### src/rtl/hcl_pkg.sv
package hcl_pkg;

   localparam int STEPS_W   = 10;
   localparam int LEN_W     = 48;
   localparam int SEG_RESET = 15;
   localparam int Q_DEPTH   = 2;
   localparam int Q_PTR_W   = $clog2(Q_DEPTH);
   localparam int Q_CNT_W   = $clog2(Q_DEPTH + 1);

   typedef struct packed {
      logic signed [31:0] start_x;
      logic signed [31:0] start_y;
      logic signed [31:0] start_z;
      logic signed [31:0] end_x;
      logic signed [31:0] end_y;
      logic signed [31:0] end_z;
      logic signed [31:0] tangent_in_x;
      logic signed [31:0] tangent_in_y;
      logic signed [31:0] tangent_in_z;
      logic signed [31:0] tangent_out_x;
      logic signed [31:0] tangent_out_y;
      logic signed [31:0] tangent_out_z;
   } req_type;

   typedef struct packed {
      logic [LEN_W-1:0] curve_length;
      logic             length_saturated;
   } rsp_type;

   // one queued word: the curve plus the step count latched on acceptance
   typedef struct packed {
      req_type            curve;
      logic [STEPS_W-1:0] steps;
   } entry_type;

   typedef enum logic [3:0] {
      ST_IDLE,
      ST_DIV,
      ST_T2,
      ST_T3,
      ST_SAMPLE,
      ST_SQ,
      ST_ROOT,
      ST_ADD,
      ST_DONE
   } state_type;

endpackage

### src/rtl/hcl_front.sv
module hcl_front (
   input  logic                      clock,
   input  logic                      reset,
   input  logic                      csr_write,
   input  logic [hcl_pkg::STEPS_W-1:0] csr_data,
   input  logic                      req_valid,
   output logic                      req_stall,
   input  hcl_pkg::req_type          req_data,
   input  logic                      q_full,
   output logic                      push,
   output hcl_pkg::entry_type        push_data
);

   logic [hcl_pkg::STEPS_W-1:0] seg_ff;
   logic [hcl_pkg::STEPS_W-1:0] seg_in;

   assign seg_in = csr_write ? csr_data : seg_ff;

   always_ff @(posedge clock) begin
      if (reset) begin
         seg_ff <= hcl_pkg::STEPS_W'(hcl_pkg::SEG_RESET);
      end else begin
         seg_ff <= seg_in;
      end
   end

   assign req_stall       = q_full;
   assign push            = req_valid && !q_full;
   assign push_data.curve = req_data;
   assign push_data.steps = seg_ff;

endmodule

### src/rtl/hcl_queue.sv
module hcl_queue (
   input  logic               clock,
   input  logic               reset,
   input  logic               push,
   input  hcl_pkg::entry_type push_data,
   input  logic               pop,
   output logic               full,
   output logic               head_valid,
   output hcl_pkg::entry_type head
);

   hcl_pkg::entry_type             mem_ff [hcl_pkg::Q_DEPTH];
   logic [hcl_pkg::Q_PTR_W-1:0]    wr_ff, wr_in, rd_ff, rd_in;
   logic [hcl_pkg::Q_CNT_W-1:0]    cnt_ff, cnt_in;

   assign full       = (cnt_ff == hcl_pkg::Q_CNT_W'(hcl_pkg::Q_DEPTH));
   assign head_valid = (cnt_ff != '0);
   assign head       = mem_ff[rd_ff];

   always_comb begin
      wr_in  = wr_ff;
      rd_in  = rd_ff;
      cnt_in = cnt_ff;
      if (push) begin
         wr_in = (wr_ff == hcl_pkg::Q_PTR_W'(hcl_pkg::Q_DEPTH - 1)) ? '0 : wr_ff + 1'b1;
      end
      if (pop) begin
         rd_in = (rd_ff == hcl_pkg::Q_PTR_W'(hcl_pkg::Q_DEPTH - 1)) ? '0 : rd_ff + 1'b1;
      end
      if (push && !pop) begin
         cnt_in = cnt_ff + 1'b1;
      end else if (pop && !push) begin
         cnt_in = cnt_ff - 1'b1;
      end
   end

   always_ff @(posedge clock) begin
      if (reset) begin
         wr_ff  <= '0;
         rd_ff  <= '0;
         cnt_ff <= '0;
      end else begin
         wr_ff  <= wr_in;
         rd_ff  <= rd_in;
         cnt_ff <= cnt_in;
      end
   end

   always_ff @(posedge clock) begin
      if (push) begin
         mem_ff[wr_ff] <= push_data;
      end
   end

endmodule

### src/rtl/hcl_back.sv
module hcl_back (
   input  logic               clock,
   input  logic               reset,
   input  logic               q_valid,
   input  hcl_pkg::entry_type q_head,
   output logic               pop,
   output logic               rsp_valid,
   input  logic               rsp_stall,
   output hcl_pkg::rsp_type   rsp_data
);

   localparam int SW = 36;   // sample width
   localparam int XW = 74;   // sum of squares
   localparam int RW = 37;   // root
   localparam int AW = 56;   // product accumulator

   hcl_pkg::state_type state_ff, state_in;
   logic                phase_ff, phase_in;
   logic [9:0]          idx_ff, idx_in;
   logic [10:0]         drem_ff, drem_in;
   logic [16:0]         quo_ff, quo_in;
   logic [4:0]          dcnt_ff, dcnt_in;
   logic [16:0]         t2_ff, t2_in, t3_ff, t3_in;
   logic [1:0]          term_ff, term_in, axis_ff, axis_in;
   logic signed [AW-1:0] acc_ff, acc_in;
   logic signed [SW-1:0] prev_ff [3];
   logic signed [SW-1:0] prev_in [3];
   logic signed [SW-1:0] new_ff [3];
   logic signed [SW-1:0] new_in [3];
   logic [XW-1:0]       x_ff, x_in;
   logic [RW:0]         srem_ff, srem_in;
   logic [RW-1:0]       root_ff, root_in;
   logic [5:0]          rcnt_ff, rcnt_in;
   logic [hcl_pkg::LEN_W-1:0] len_ff, len_in;
   logic                sat_ff, sat_in;
   logic                out_valid_ff, out_valid_in;
   hcl_pkg::rsp_type    out_ff, out_in;

   logic signed [32:0]  mul_a;
   logic signed [19:0]  mul_b;
   logic signed [52:0]  p_ff;

   // basis values, Q.16
   logic signed [19:0]  t1s, t2s, t3s, h1, h2, h3, h4;
   logic [10:0]         num, den;
   logic [26:0]         dividend;
   logic [11:0]         dshift;
   logic signed [SW:0]  diff;
   logic [SW:0]         dabs;
   logic [17:0]         dhi, dlo;
   logic signed [AW-1:0] acc_sum;
   logic [RW+2:0]       rtry, rnew;
   logic [hcl_pkg::LEN_W:0] len_sum;

   function automatic logic signed [31:0] pick(hcl_pkg::req_type c, logic [1:0] term,
                                               logic [1:0] axis);
      logic signed [31:0] v;
      v = '0;
      case (term)
         2'd0: v = (axis == 2'd0) ? c.start_x : (axis == 2'd1) ? c.start_y : c.start_z;
         2'd1: v = (axis == 2'd0) ? c.end_x : (axis == 2'd1) ? c.end_y : c.end_z;
         2'd2: v = (axis == 2'd0) ? c.tangent_in_x :
                   (axis == 2'd1) ? c.tangent_in_y : c.tangent_in_z;
         default: v = (axis == 2'd0) ? c.tangent_out_x :
                      (axis == 2'd1) ? c.tangent_out_y : c.tangent_out_z;
      endcase
      return v;
   endfunction

   assign t1s = signed'({3'b0, quo_ff});
   assign t2s = signed'({3'b0, t2_ff});
   assign t3s = signed'({3'b0, t3_ff});
   assign h1  = (t3s <<< 1) - (t2s + (t2s <<< 1)) + 20'sd65536;
   assign h2  = (t2s + (t2s <<< 1)) - (t3s <<< 1);
   assign h3  = t3s - (t2s <<< 1) + t1s;
   assign h4  = t3s - t2s;

   assign num      = {1'b0, idx_ff} + 11'd1;
   assign den      = {1'b0, q_head.steps} + 11'd1;
   assign dividend = {num, 16'b0};
   assign dshift   = {drem_ff, dividend[dcnt_ff]};

   assign diff = {new_ff[axis_ff][SW-1], new_ff[axis_ff]}
               - {prev_ff[axis_ff][SW-1], prev_ff[axis_ff]};
   assign dabs = diff[SW] ? (SW+1)'(-diff) : (SW+1)'(diff);
   assign dhi  = dabs[SW-1:18];
   assign dlo  = dabs[17:0];

   assign acc_sum = acc_ff + AW'(p_ff);

   assign rnew = {srem_ff, x_ff[XW-1:XW-2]};
   assign rtry = {1'b0, root_ff, 2'b01};

   assign len_sum = {1'b0, len_ff} + (hcl_pkg::LEN_W+1)'(root_ff);

   always_comb begin
      mul_a = '0;
      mul_b = '0;
      case (state_ff)
         hcl_pkg::ST_T2: begin
            mul_a = signed'({16'b0, quo_ff});
            mul_b = t1s;
         end
         hcl_pkg::ST_T3: begin
            mul_a = signed'({16'b0, t2_ff});
            mul_b = t1s;
         end
         hcl_pkg::ST_SAMPLE: begin
            mul_a = 33'(pick(q_head.curve, term_ff, axis_ff));
            case (term_ff)
               2'd0:    mul_b = h1;
               2'd1:    mul_b = h2;
               2'd2:    mul_b = h3;
               default: mul_b = h4;
            endcase
         end
         hcl_pkg::ST_SQ: begin
            mul_a = signed'({15'b0, (term_ff == 2'd2) ? dlo : dhi});
            mul_b = signed'({2'b0, (term_ff == 2'd0) ? dhi : dlo});
         end
         default: begin
            mul_a = '0;
            mul_b = '0;
         end
      endcase
   end

   always_ff @(posedge clock) begin
      p_ff <= mul_a * mul_b;
   end

   always_comb begin
      state_in     = state_ff;
      phase_in     = phase_ff;
      idx_in       = idx_ff;
      drem_in      = drem_ff;
      quo_in       = quo_ff;
      dcnt_in      = dcnt_ff;
      t2_in        = t2_ff;
      t3_in        = t3_ff;
      term_in      = term_ff;
      axis_in      = axis_ff;
      acc_in       = acc_ff;
      prev_in      = prev_ff;
      new_in       = new_ff;
      x_in         = x_ff;
      srem_in      = srem_ff;
      root_in      = root_ff;
      rcnt_in      = rcnt_ff;
      len_in       = len_ff;
      sat_in       = sat_ff;
      out_in       = out_ff;
      out_valid_in = out_valid_ff && rsp_stall;
      pop          = 1'b0;

      case (state_ff)
         hcl_pkg::ST_IDLE: begin
            if (q_valid) begin
               idx_in     = '0;
               len_in     = '0;
               sat_in     = 1'b0;
               prev_in[0] = SW'(q_head.curve.start_x);
               prev_in[1] = SW'(q_head.curve.start_y);
               prev_in[2] = SW'(q_head.curve.start_z);
               drem_in    = '0;
               quo_in     = '0;
               dcnt_in    = 5'd26;
               state_in   = hcl_pkg::ST_DIV;
            end
         end
         // t = ((i+1) << 16) / (steps+1), one quotient bit a cycle
         hcl_pkg::ST_DIV: begin
            if (dshift >= {1'b0, den}) begin
               drem_in = 11'(dshift - {1'b0, den});
               quo_in  = {quo_ff[15:0], 1'b1};
            end else begin
               drem_in = dshift[10:0];
               quo_in  = {quo_ff[15:0], 1'b0};
            end
            dcnt_in = dcnt_ff - 1'b1;
            if (dcnt_ff == '0) begin
               state_in = hcl_pkg::ST_T2;
               phase_in = 1'b0;
            end
         end
         hcl_pkg::ST_T2: begin
            phase_in = !phase_ff;
            if (phase_ff) begin
               t2_in    = p_ff[32:16];
               state_in = hcl_pkg::ST_T3;
            end
         end
         hcl_pkg::ST_T3: begin
            phase_in = !phase_ff;
            if (phase_ff) begin
               t3_in    = p_ff[32:16];
               term_in  = '0;
               axis_in  = '0;
               acc_in   = '0;
               state_in = hcl_pkg::ST_SAMPLE;
            end
         end
         hcl_pkg::ST_SAMPLE: begin
            phase_in = !phase_ff;
            if (phase_ff) begin
               if (term_ff == 2'd3) begin
                  // arithmetic shift floors toward minus infinity
                  new_in[axis_ff] = acc_sum[SW+15:16];
                  acc_in  = '0;
                  term_in = '0;
                  if (axis_ff == 2'd2) begin
                     axis_in  = '0;
                     x_in     = '0;
                     state_in = hcl_pkg::ST_SQ;
                  end else begin
                     axis_in = axis_ff + 1'b1;
                  end
               end else begin
                  acc_in  = acc_sum;
                  term_in = term_ff + 1'b1;
               end
            end
         end
         // d^2 = hi^2 << 36 + 2*hi*lo << 18 + lo^2
         hcl_pkg::ST_SQ: begin
            phase_in = !phase_ff;
            if (phase_ff) begin
               case (term_ff)
                  2'd0:    x_in = x_ff + (XW'(p_ff[35:0]) << 36);
                  2'd1:    x_in = x_ff + (XW'(p_ff[35:0]) << 19);
                  default: x_in = x_ff + XW'(p_ff[35:0]);
               endcase
               if (term_ff == 2'd2) begin
                  term_in = '0;
                  if (axis_ff == 2'd2) begin
                     axis_in  = '0;
                     srem_in  = '0;
                     root_in  = '0;
                     rcnt_in  = 6'(RW - 1);
                     state_in = hcl_pkg::ST_ROOT;
                  end else begin
                     axis_in = axis_ff + 1'b1;
                  end
               end else begin
                  term_in = term_ff + 1'b1;
               end
            end
         end
         // digit-by-digit root, two radicand bits a cycle
         hcl_pkg::ST_ROOT: begin
            if (rnew >= rtry) begin
               srem_in = (RW+1)'(rnew - rtry);
               root_in = {root_ff[RW-2:0], 1'b1};
            end else begin
               srem_in = rnew[RW:0];
               root_in = {root_ff[RW-2:0], 1'b0};
            end
            x_in    = x_ff << 2;
            rcnt_in = rcnt_ff - 1'b1;
            if (rcnt_ff == '0) begin
               state_in = hcl_pkg::ST_ADD;
            end
         end
         hcl_pkg::ST_ADD: begin
            if (len_sum[hcl_pkg::LEN_W]) begin
               len_in = '1;
               sat_in = 1'b1;
            end else begin
               len_in = len_sum[hcl_pkg::LEN_W-1:0];
            end
            prev_in = new_ff;
            idx_in  = idx_ff + 1'b1;
            if (idx_ff == q_head.steps) begin
               state_in = hcl_pkg::ST_DONE;
            end else begin
               drem_in  = '0;
               quo_in   = '0;
               dcnt_in  = 5'd26;
               state_in = hcl_pkg::ST_DIV;
            end
         end
         hcl_pkg::ST_DONE: begin
            if (!out_valid_ff || !rsp_stall) begin
               out_in.curve_length     = len_ff;
               out_in.length_saturated = sat_ff;
               out_valid_in            = 1'b1;
               pop                     = 1'b1;
               state_in                = hcl_pkg::ST_IDLE;
            end
         end
         default: begin
            state_in = hcl_pkg::ST_IDLE;
         end
      endcase
   end

   always_ff @(posedge clock) begin
      if (reset) begin
         state_ff     <= hcl_pkg::ST_IDLE;
         phase_ff     <= 1'b0;
         out_valid_ff <= 1'b0;
      end else begin
         state_ff     <= state_in;
         phase_ff     <= phase_in;
         out_valid_ff <= out_valid_in;
      end
   end

   always_ff @(posedge clock) begin
      idx_ff  <= idx_in;
      drem_ff <= drem_in;
      quo_ff  <= quo_in;
      dcnt_ff <= dcnt_in;
      t2_ff   <= t2_in;
      t3_ff   <= t3_in;
      term_ff <= term_in;
      axis_ff <= axis_in;
      acc_ff  <= acc_in;
      prev_ff <= prev_in;
      new_ff  <= new_in;
      x_ff    <= x_in;
      srem_ff <= srem_in;
      root_ff <= root_in;
      rcnt_ff <= rcnt_in;
      len_ff  <= len_in;
      sat_ff  <= sat_in;
      out_ff  <= out_in;
   end

   assign rsp_valid = out_valid_ff;
   assign rsp_data  = out_ff;

endmodule

### src/rtl/hermite_curve_length.sv
// channel   direction  word                    handshake
// req       in         hcl_pkg::req_type       req_valid / req_stall
// rsp       out        hcl_pkg::rsp_type       rsp_valid / rsp_stall
// csr       in         segment_count, 10 bits  csr_write
//
// Each sample runs a radix-2 divider for t, then two basis multiplies, twelve
// point products and nine square partial products on the one shared 33x20
// multiplier, then a digit-by-digit root. An item runs segment_count + 1
// samples in the back end. Reset is synchronous; segment_count resets to 15.
// The two-entry queue holds the curve in work plus one more; req_stall is
// high while both are taken.
module hermite_curve_length (
   input  logic                        clock,
   input  logic                        reset,
   input  logic                        req_valid,
   output logic                        req_stall,
   input  hcl_pkg::req_type            req_data,
   output logic                        rsp_valid,
   input  logic                        rsp_stall,
   output hcl_pkg::rsp_type            rsp_data,
   input  logic                        csr_write,
   input  logic [hcl_pkg::STEPS_W-1:0] csr_data
);

   logic               q_full, push, pop, q_valid;
   hcl_pkg::entry_type push_data, q_head;

   hcl_front u_front (
      .clock     (clock),
      .reset     (reset),
      .csr_write (csr_write),
      .csr_data  (csr_data),
      .req_valid (req_valid),
      .req_stall (req_stall),
      .req_data  (req_data),
      .q_full    (q_full),
      .push      (push),
      .push_data (push_data)
   );

   hcl_queue u_queue (
      .clock      (clock),
      .reset      (reset),
      .push       (push),
      .push_data  (push_data),
      .pop        (pop),
      .full       (q_full),
      .head_valid (q_valid),
      .head       (q_head)
   );

   hcl_back u_back (
      .clock     (clock),
      .reset     (reset),
      .q_valid   (q_valid),
      .q_head    (q_head),
      .pop       (pop),
      .rsp_valid (rsp_valid),
      .rsp_stall (rsp_stall),
      .rsp_data  (rsp_data)
   );

endmodule
### config.mk
export PLATFORM = sky130hd
export DESIGN_NAME = hermite_curve_length
export DESIGN_NICKNAME = d
export VERILOG_FILES = /design/src/rtl/hcl_pkg.sv /design/src/rtl/hcl_front.sv /design/src/rtl/hcl_queue.sv /design/src/rtl/hcl_back.sv /design/src/rtl/hermite_curve_length.sv
export SDC_FILE = /design/constraint.sdc
export NUM_CORES = 2
export LEC_CHECK = 0
export BUFFER_PORTS_ARGS = -buffer_cell sky130_fd_sc_hd__buf_2
export CAP_MARGIN = 20
export CELL_PAD_IN_SITES_DETAIL_PLACEMENT = 0
export CELL_PAD_IN_SITES_GLOBAL_PLACEMENT = 2
export CORE_ASPECT_RATIO = 2
export CORE_MARGIN = 5
export CORE_UTILIZATION = 30
export DETAILED_ROUTE_END_ITERATION = 10
export GPL_TIMING_DRIVEN = 0
export PLACE_DENSITY = 0.72
export SYNTH_ARGS = -nofsm -noshare
export SYNTH_HDL_FRONTEND = slang
export SYNTH_HIERARCHICAL = 1
export SYNTH_SLANG_ARGS = --single-unit
### constraint.sdc
create_clock -name clock -period 22.8 [get_ports clock]
set_input_delay 5.7 -clock clock [delete_from_list [all_inputs] [get_ports clock]]
set_output_delay 5.7 -clock clock [all_outputs]
set_load 0.05 [all_outputs]
==> run_summary.xml <==
<?xml version="1.0" encoding="UTF-8"?>
<metrics>
  <group name="status">
    <metric name="status" unit="">completed</metric>
  </group>
  <group name="synth">
    <metric name="synth_area" unit="µm²">107000</metric>
    <metric name="dominant_combinational_cell_family_by_area_after_synthesis" unit="">adder cells</metric>
    <metric name="postSynth.topFlopCell" unit="">sky130_fd_sc_hd__edfxtp_1</metric>
    <metric name="synth_xor_xnor_area_share" unit="">0.0389</metric>
    <metric name="yosys.area_share.adder" unit="">0.185</metric>
    <metric name="synth_enable_flop_cells" unit="">1390</metric>
    <metric name="postSynthCellCount" unit="">9687</metric>
    <metric name="synth.top_cell.area_share" unit="">0.390</metric>
    <metric name="number_of_nets_in_the_synthesized_netlist" unit="">11283</metric>
    <metric name="ys_async_sr_fraction" unit="">0</metric>
    <metric name="synth_cell_type_count" unit="">98</metric>
    <metric name="yosys_register_bits" unit="">1463</metric>
    <metric name="synth_mux_area_frac" unit="">0.0848</metric>
    <metric name="ys_seq_area_frac" unit="">0.403</metric>
    <metric name="yosys_warnings" unit="">6</metric>
    <metric name="synth.top_cells.by_area" unit="">sky130_fd_sc_hd__edfxtp_1 (39%), sky130_fd_sc_hd__fa_1 (12%), sky130_fd_sc_hd__ha_1 (6.4%)</metric>
    <metric name="synth-compound-area-share" unit="">0.106</metric>
    <metric name="avgSynthCellArea" unit="µm²">11.1</metric>
    <metric name="synth-simple-area-share" unit="">0.105</metric>
    <metric name="cell_type_with_the_largest_total_area_after_synthesis" unit="">sky130_fd_sc_hd__edfxtp_1</metric>
  </group>
  <group name="routing">
    <metric name="route.antenna.remaining_nets" unit="">0</metric>
    <metric name="drt_pass1_iterations" unit="">7</metric>
    <metric name="detail_route.iter0.violations" unit="">5046</metric>
    <metric name="wl" unit="µm">424000</metric>
    <metric name="post-route-drc-count" unit="">0</metric>
    <metric name="drt-vias-per-instance" unit="">5.14</metric>
    <metric name="drt_wl_cell" unit="µm">28.6</metric>
    <metric name="via_count" unit="">76305</metric>
  </group>
  <group name="timing">
    <metric name="aggregate_negative_setup_slack" unit="ps">0</metric>
    <metric name="final_period_minus_worst_setup_slack" unit="ps">17530</metric>
    <metric name="tightestPinTransition" unit="ps">1440</metric>
    <metric name="slew_viol_final" unit="">0</metric>
    <metric name="report.final.hold_viol_count" unit="">0</metric>
    <metric name="final.hold.worst_slack" unit="ps">406</metric>
    <metric name="maxClockFrequency" unit="GHz">0.0571</metric>
    <metric name="timing.max_slew.rel_slack" unit="">0.0396</metric>
    <metric name="finalCritPeriodShare" unit="">0.769</metric>
    <metric name="finalSetupViolCount" unit="">0</metric>
    <metric name="skew" unit="ps">128</metric>
    <metric name="grt_setup_unrepaired" unit="">false</metric>
  </group>
  <group name="critical_path">
    <metric name="critical_path_buf_inv_count" unit="">7</metric>
    <metric name="crit_top_cell" unit="">sky130_fd_sc_hd__fa_1</metric>
    <metric name="critical_path_required" unit="ps">23520</metric>
    <metric name="cpPeakStageDelay" unit="ps">950</metric>
    <metric name="worst_path_max_delay_cell" unit="">sky130_fd_sc_hd__clkbuf_1</metric>
    <metric name="critPathTopFamily" unit="">compound AO/OA/AOI/OAI gates</metric>
    <metric name="timing.setup.critical_path_class" unit="">reg2reg</metric>
    <metric name="cp_data_arrival_time" unit="ps">18240</metric>
    <metric name="setup.worst_path.end_class" unit="">flop</metric>
    <metric name="startpoint_type" unit="">flop</metric>
    <metric name="path_max_fanout" unit="">10</metric>
  </group>
  <group name="power_and_ir_drop">
    <metric name="p_per_area" unit="nW/µm²">68.0</metric>
    <metric name="netSwitchingFraction" unit="">0.322</metric>
    <metric name="internal-power" unit="W">0.00556</metric>
    <metric name="total_leakage_power" unit="nW">50.1</metric>
    <metric name="power.share.combinational" unit="">0.267</metric>
    <metric name="p_switching" unit="W">0.00264</metric>
    <metric name="power.sequential.fraction" unit="">0.415</metric>
    <metric name="post-layout-total-power" unit="W">0.00820</metric>
    <metric name="power_frac_clock" unit="">0.318</metric>
    <metric name="irDropWorstVdd" unit="mV">0.104</metric>
  </group>
  <group name="global_routing">
    <metric name="initial_antenna_violation_count" unit="">36</metric>
    <metric name="grt_max_degree" unit="">68</metric>
    <metric name="grt_first_pass_wirelength" unit="µm">592000</metric>
    <metric name="aggregate_global_routing_overflow" unit="">0</metric>
    <metric name="via_count_of_the_first_global_routing_pass" unit="">82527</metric>
    <metric name="globalRouteTotalUtil" unit="">0.225</metric>
  </group>
  <group name="floorplanning">
    <metric name="io_pins" unit="">450</metric>
    <metric name="fp.dieW" unit="µm">432</metric>
    <metric name="initial_core_utilization" unit="">0.301</metric>
    <metric name="die_height" unit="µm">855</metric>
    <metric name="dieArea" unit="µm²">370000</metric>
    <metric name="area_of_the_core" unit="µm²">356000</metric>
    <metric name="std_cell_rows" unit="">310</metric>
  </group>
  <group name="finish">
    <metric name="mostFrequentLayoutCell" unit="">sky130_fd_sc_hd__edfxtp_1</metric>
    <metric name="layout_common_cells" unit="">sky130_fd_sc_hd__edfxtp_1 (1390), sky130_fd_sc_hd__nand2_1 (1056), sky130_fd_sc_hd__inv_1 (903)</metric>
    <metric name="fin_nets" unit="">11621</metric>
    <metric name="layout-drive-gt1-share" unit="">0.143</metric>
    <metric name="filler_cell_count" unit="">35971</metric>
    <metric name="syn_to_final_growth" unit="%">12.6</metric>
  </group>
  <group name="clocking">
    <metric name="post_cts_resize_count" unit="">0</metric>
    <metric name="cts_htree_levels" unit="">4</metric>
    <metric name="clkTransAtPathRegs" unit="ps">60</metric>
    <metric name="clockRootBuffer" unit="">sky130_fd_sc_hd__clkbuf_16</metric>
    <metric name="cts_hold_buffers" unit="">0</metric>
    <metric name="clk_path_buf_depth" unit="">4</metric>
    <metric name="clock_latency" unit="ps">930</metric>
    <metric name="cts.sink_count" unit="">1463</metric>
    <metric name="cts-buffers-inserted" unit="">157</metric>
    <metric name="tritoncts" unit="">done</metric>
    <metric name="postCtsSetupBuffers" unit="">0</metric>
  </group>
  <group name="placement">
    <metric name="detailed_place_hpwl" unit="µm">353000</metric>
    <metric name="buffer_ports.inserted" unit="">65</metric>
    <metric name="gp_congestion" unit="">0.975</metric>
  </group>
  <group name="hold_path">
    <metric name="kind_of_path_behind_the_tightest_hold_check" unit="">reg2reg</metric>
  </group>
  <group name="job">
    <metric name="drv_cap" unit="">0</metric>
  </group>
</metrics>
==> power by group through the flow <==
stage | combinational [W] | sequential [W] | clock (W)
2_1_floorplan | 0.00143 | 0.00347 | 0
3_3_place_gp | 0.00207 | 0.00360 | 0
3_5_place_dp | 0.00217 | 0.00346 | 0
4_1_cts | 0.00218 | 0.00340 | 0.00267
5_1_grt | 0.00234 | 0.00342 | 0.00276
6_report | 0.00219 | 0.00340 | 0.00260
==> per-layer routing <==
layer	global-route usage	share of wire	vias to the layer above
met2	0.443	0.55	2599
li1	-	-	34260
met5	0	0.00037	-
met4	0.198	0.11	26
met1	0.194	0.30	38260
met3	0.0299	0.041	1160
==> path summary, 6_finish.rpt <==
kind	slack [ps]	end	start	cells after the start
setup / recovery	5270	u_back/p_ff[47]	u_back/axis_ff[0]	43
hold / removal	410	u_queue/mem_ff[0][1]	u_front/seg_ff[1]	0
setup reg to reg	5270	u_back/p_ff[47]	u_back/axis_ff[0]	43
hold reg to reg	410	u_queue/mem_ff[0][1]	u_front/seg_ff[1]	0
==> synthesized netlist by cell type, types with 88 or more instances <==
| cell type | instances |
|---|---|
| sky130_fd_sc_hd__ha_1 | 547 |
| sky130_fd_sc_hd__fa_1 | 650 |
| sky130_fd_sc_hd__a21oi_1 | 472 |
| sky130_fd_sc_hd__mux2i_1 | 198 |
| sky130_fd_sc_hd__nor2_1 | 543 |
| sky130_fd_sc_hd__nor2b_1 | 132 |
| sky130_fd_sc_hd__mux2_4 | 360 |
| sky130_fd_sc_hd__a21o_1 | 245 |
| sky130_fd_sc_hd__nand2b_1 | 88 |
| sky130_fd_sc_hd__and2_1 | 101 |
| sky130_fd_sc_hd__nor3_1 | 163 |
| sky130_fd_sc_hd__xnor2_1 | 304 |
| sky130_fd_sc_hd__edfxtp_1 | 1390 |
| sky130_fd_sc_hd__buf_4 | 388 |
| sky130_fd_sc_hd__clkbuf_1 | 307 |
| sky130_fd_sc_hd__nand2_1 | 1056 |
| sky130_fd_sc_hd__xor2_1 | 171 |
| sky130_fd_sc_hd__o21ai_0 | 325 |
| sky130_fd_sc_hd__inv_1 | 904 |
| sky130_fd_sc_hd__nand3_1 | 101 |
| sky130_fd_sc_hd__mux2_2 | 90 |
==> stage by stage <==
stage | std cells | util | cell area (µm²) | setup WS (ps)
finish | 14835 | 0.339 | 121000 | 5270
global route | 14825 | 0.339 | 121000 | 4940
CTS | 14812 | 0.338 | 120000 | 5040
detailed placement | 14543 | 0.324 | 115000 | 5160
global placement | 14432 | 0.318 | 113000 | 509
floorplan | 9687 | - | 107000 | 6060
==> area by class of cell <==
cell class              count  area (µm²)  share of cell area
inverters                 907        3400              0.0282
diodes                     20        50.0            0.000415
plain buffers             788        4870              0.0404
clock inverters            86         943             0.00782
multi-input cells        6529       55700               0.462
clock buffers             183        4110              0.0341
flip-flops and latches   1463       43200               0.358
well taps                4680        5860              0.0486
repair buffers            179        2420              0.0201
==> flip-flops by register name (all words and copies together), names as in the netlist, 48 cells and up, named ones only <==
name             count
u_queue/mem_ff     788
u_back/new_ff      108
u_back/prev_ff     108
u_back/x_ff         74
u_back/acc_ff       52
u_back/p_ff         52
u_back/rsp_data     49
u_back/len_ff       48
==> cell families after synthesis <==
logic type / after synthesis
adders and majority gates: 1197
muxes: 678
DFF: 1463
buffers and inverters: 1695
xor gates and xnor gates: 475
AOI/OAI and AO/OA: 1719
and+or+nand+nor: 2460
Power figures use the tool's default switching activity.
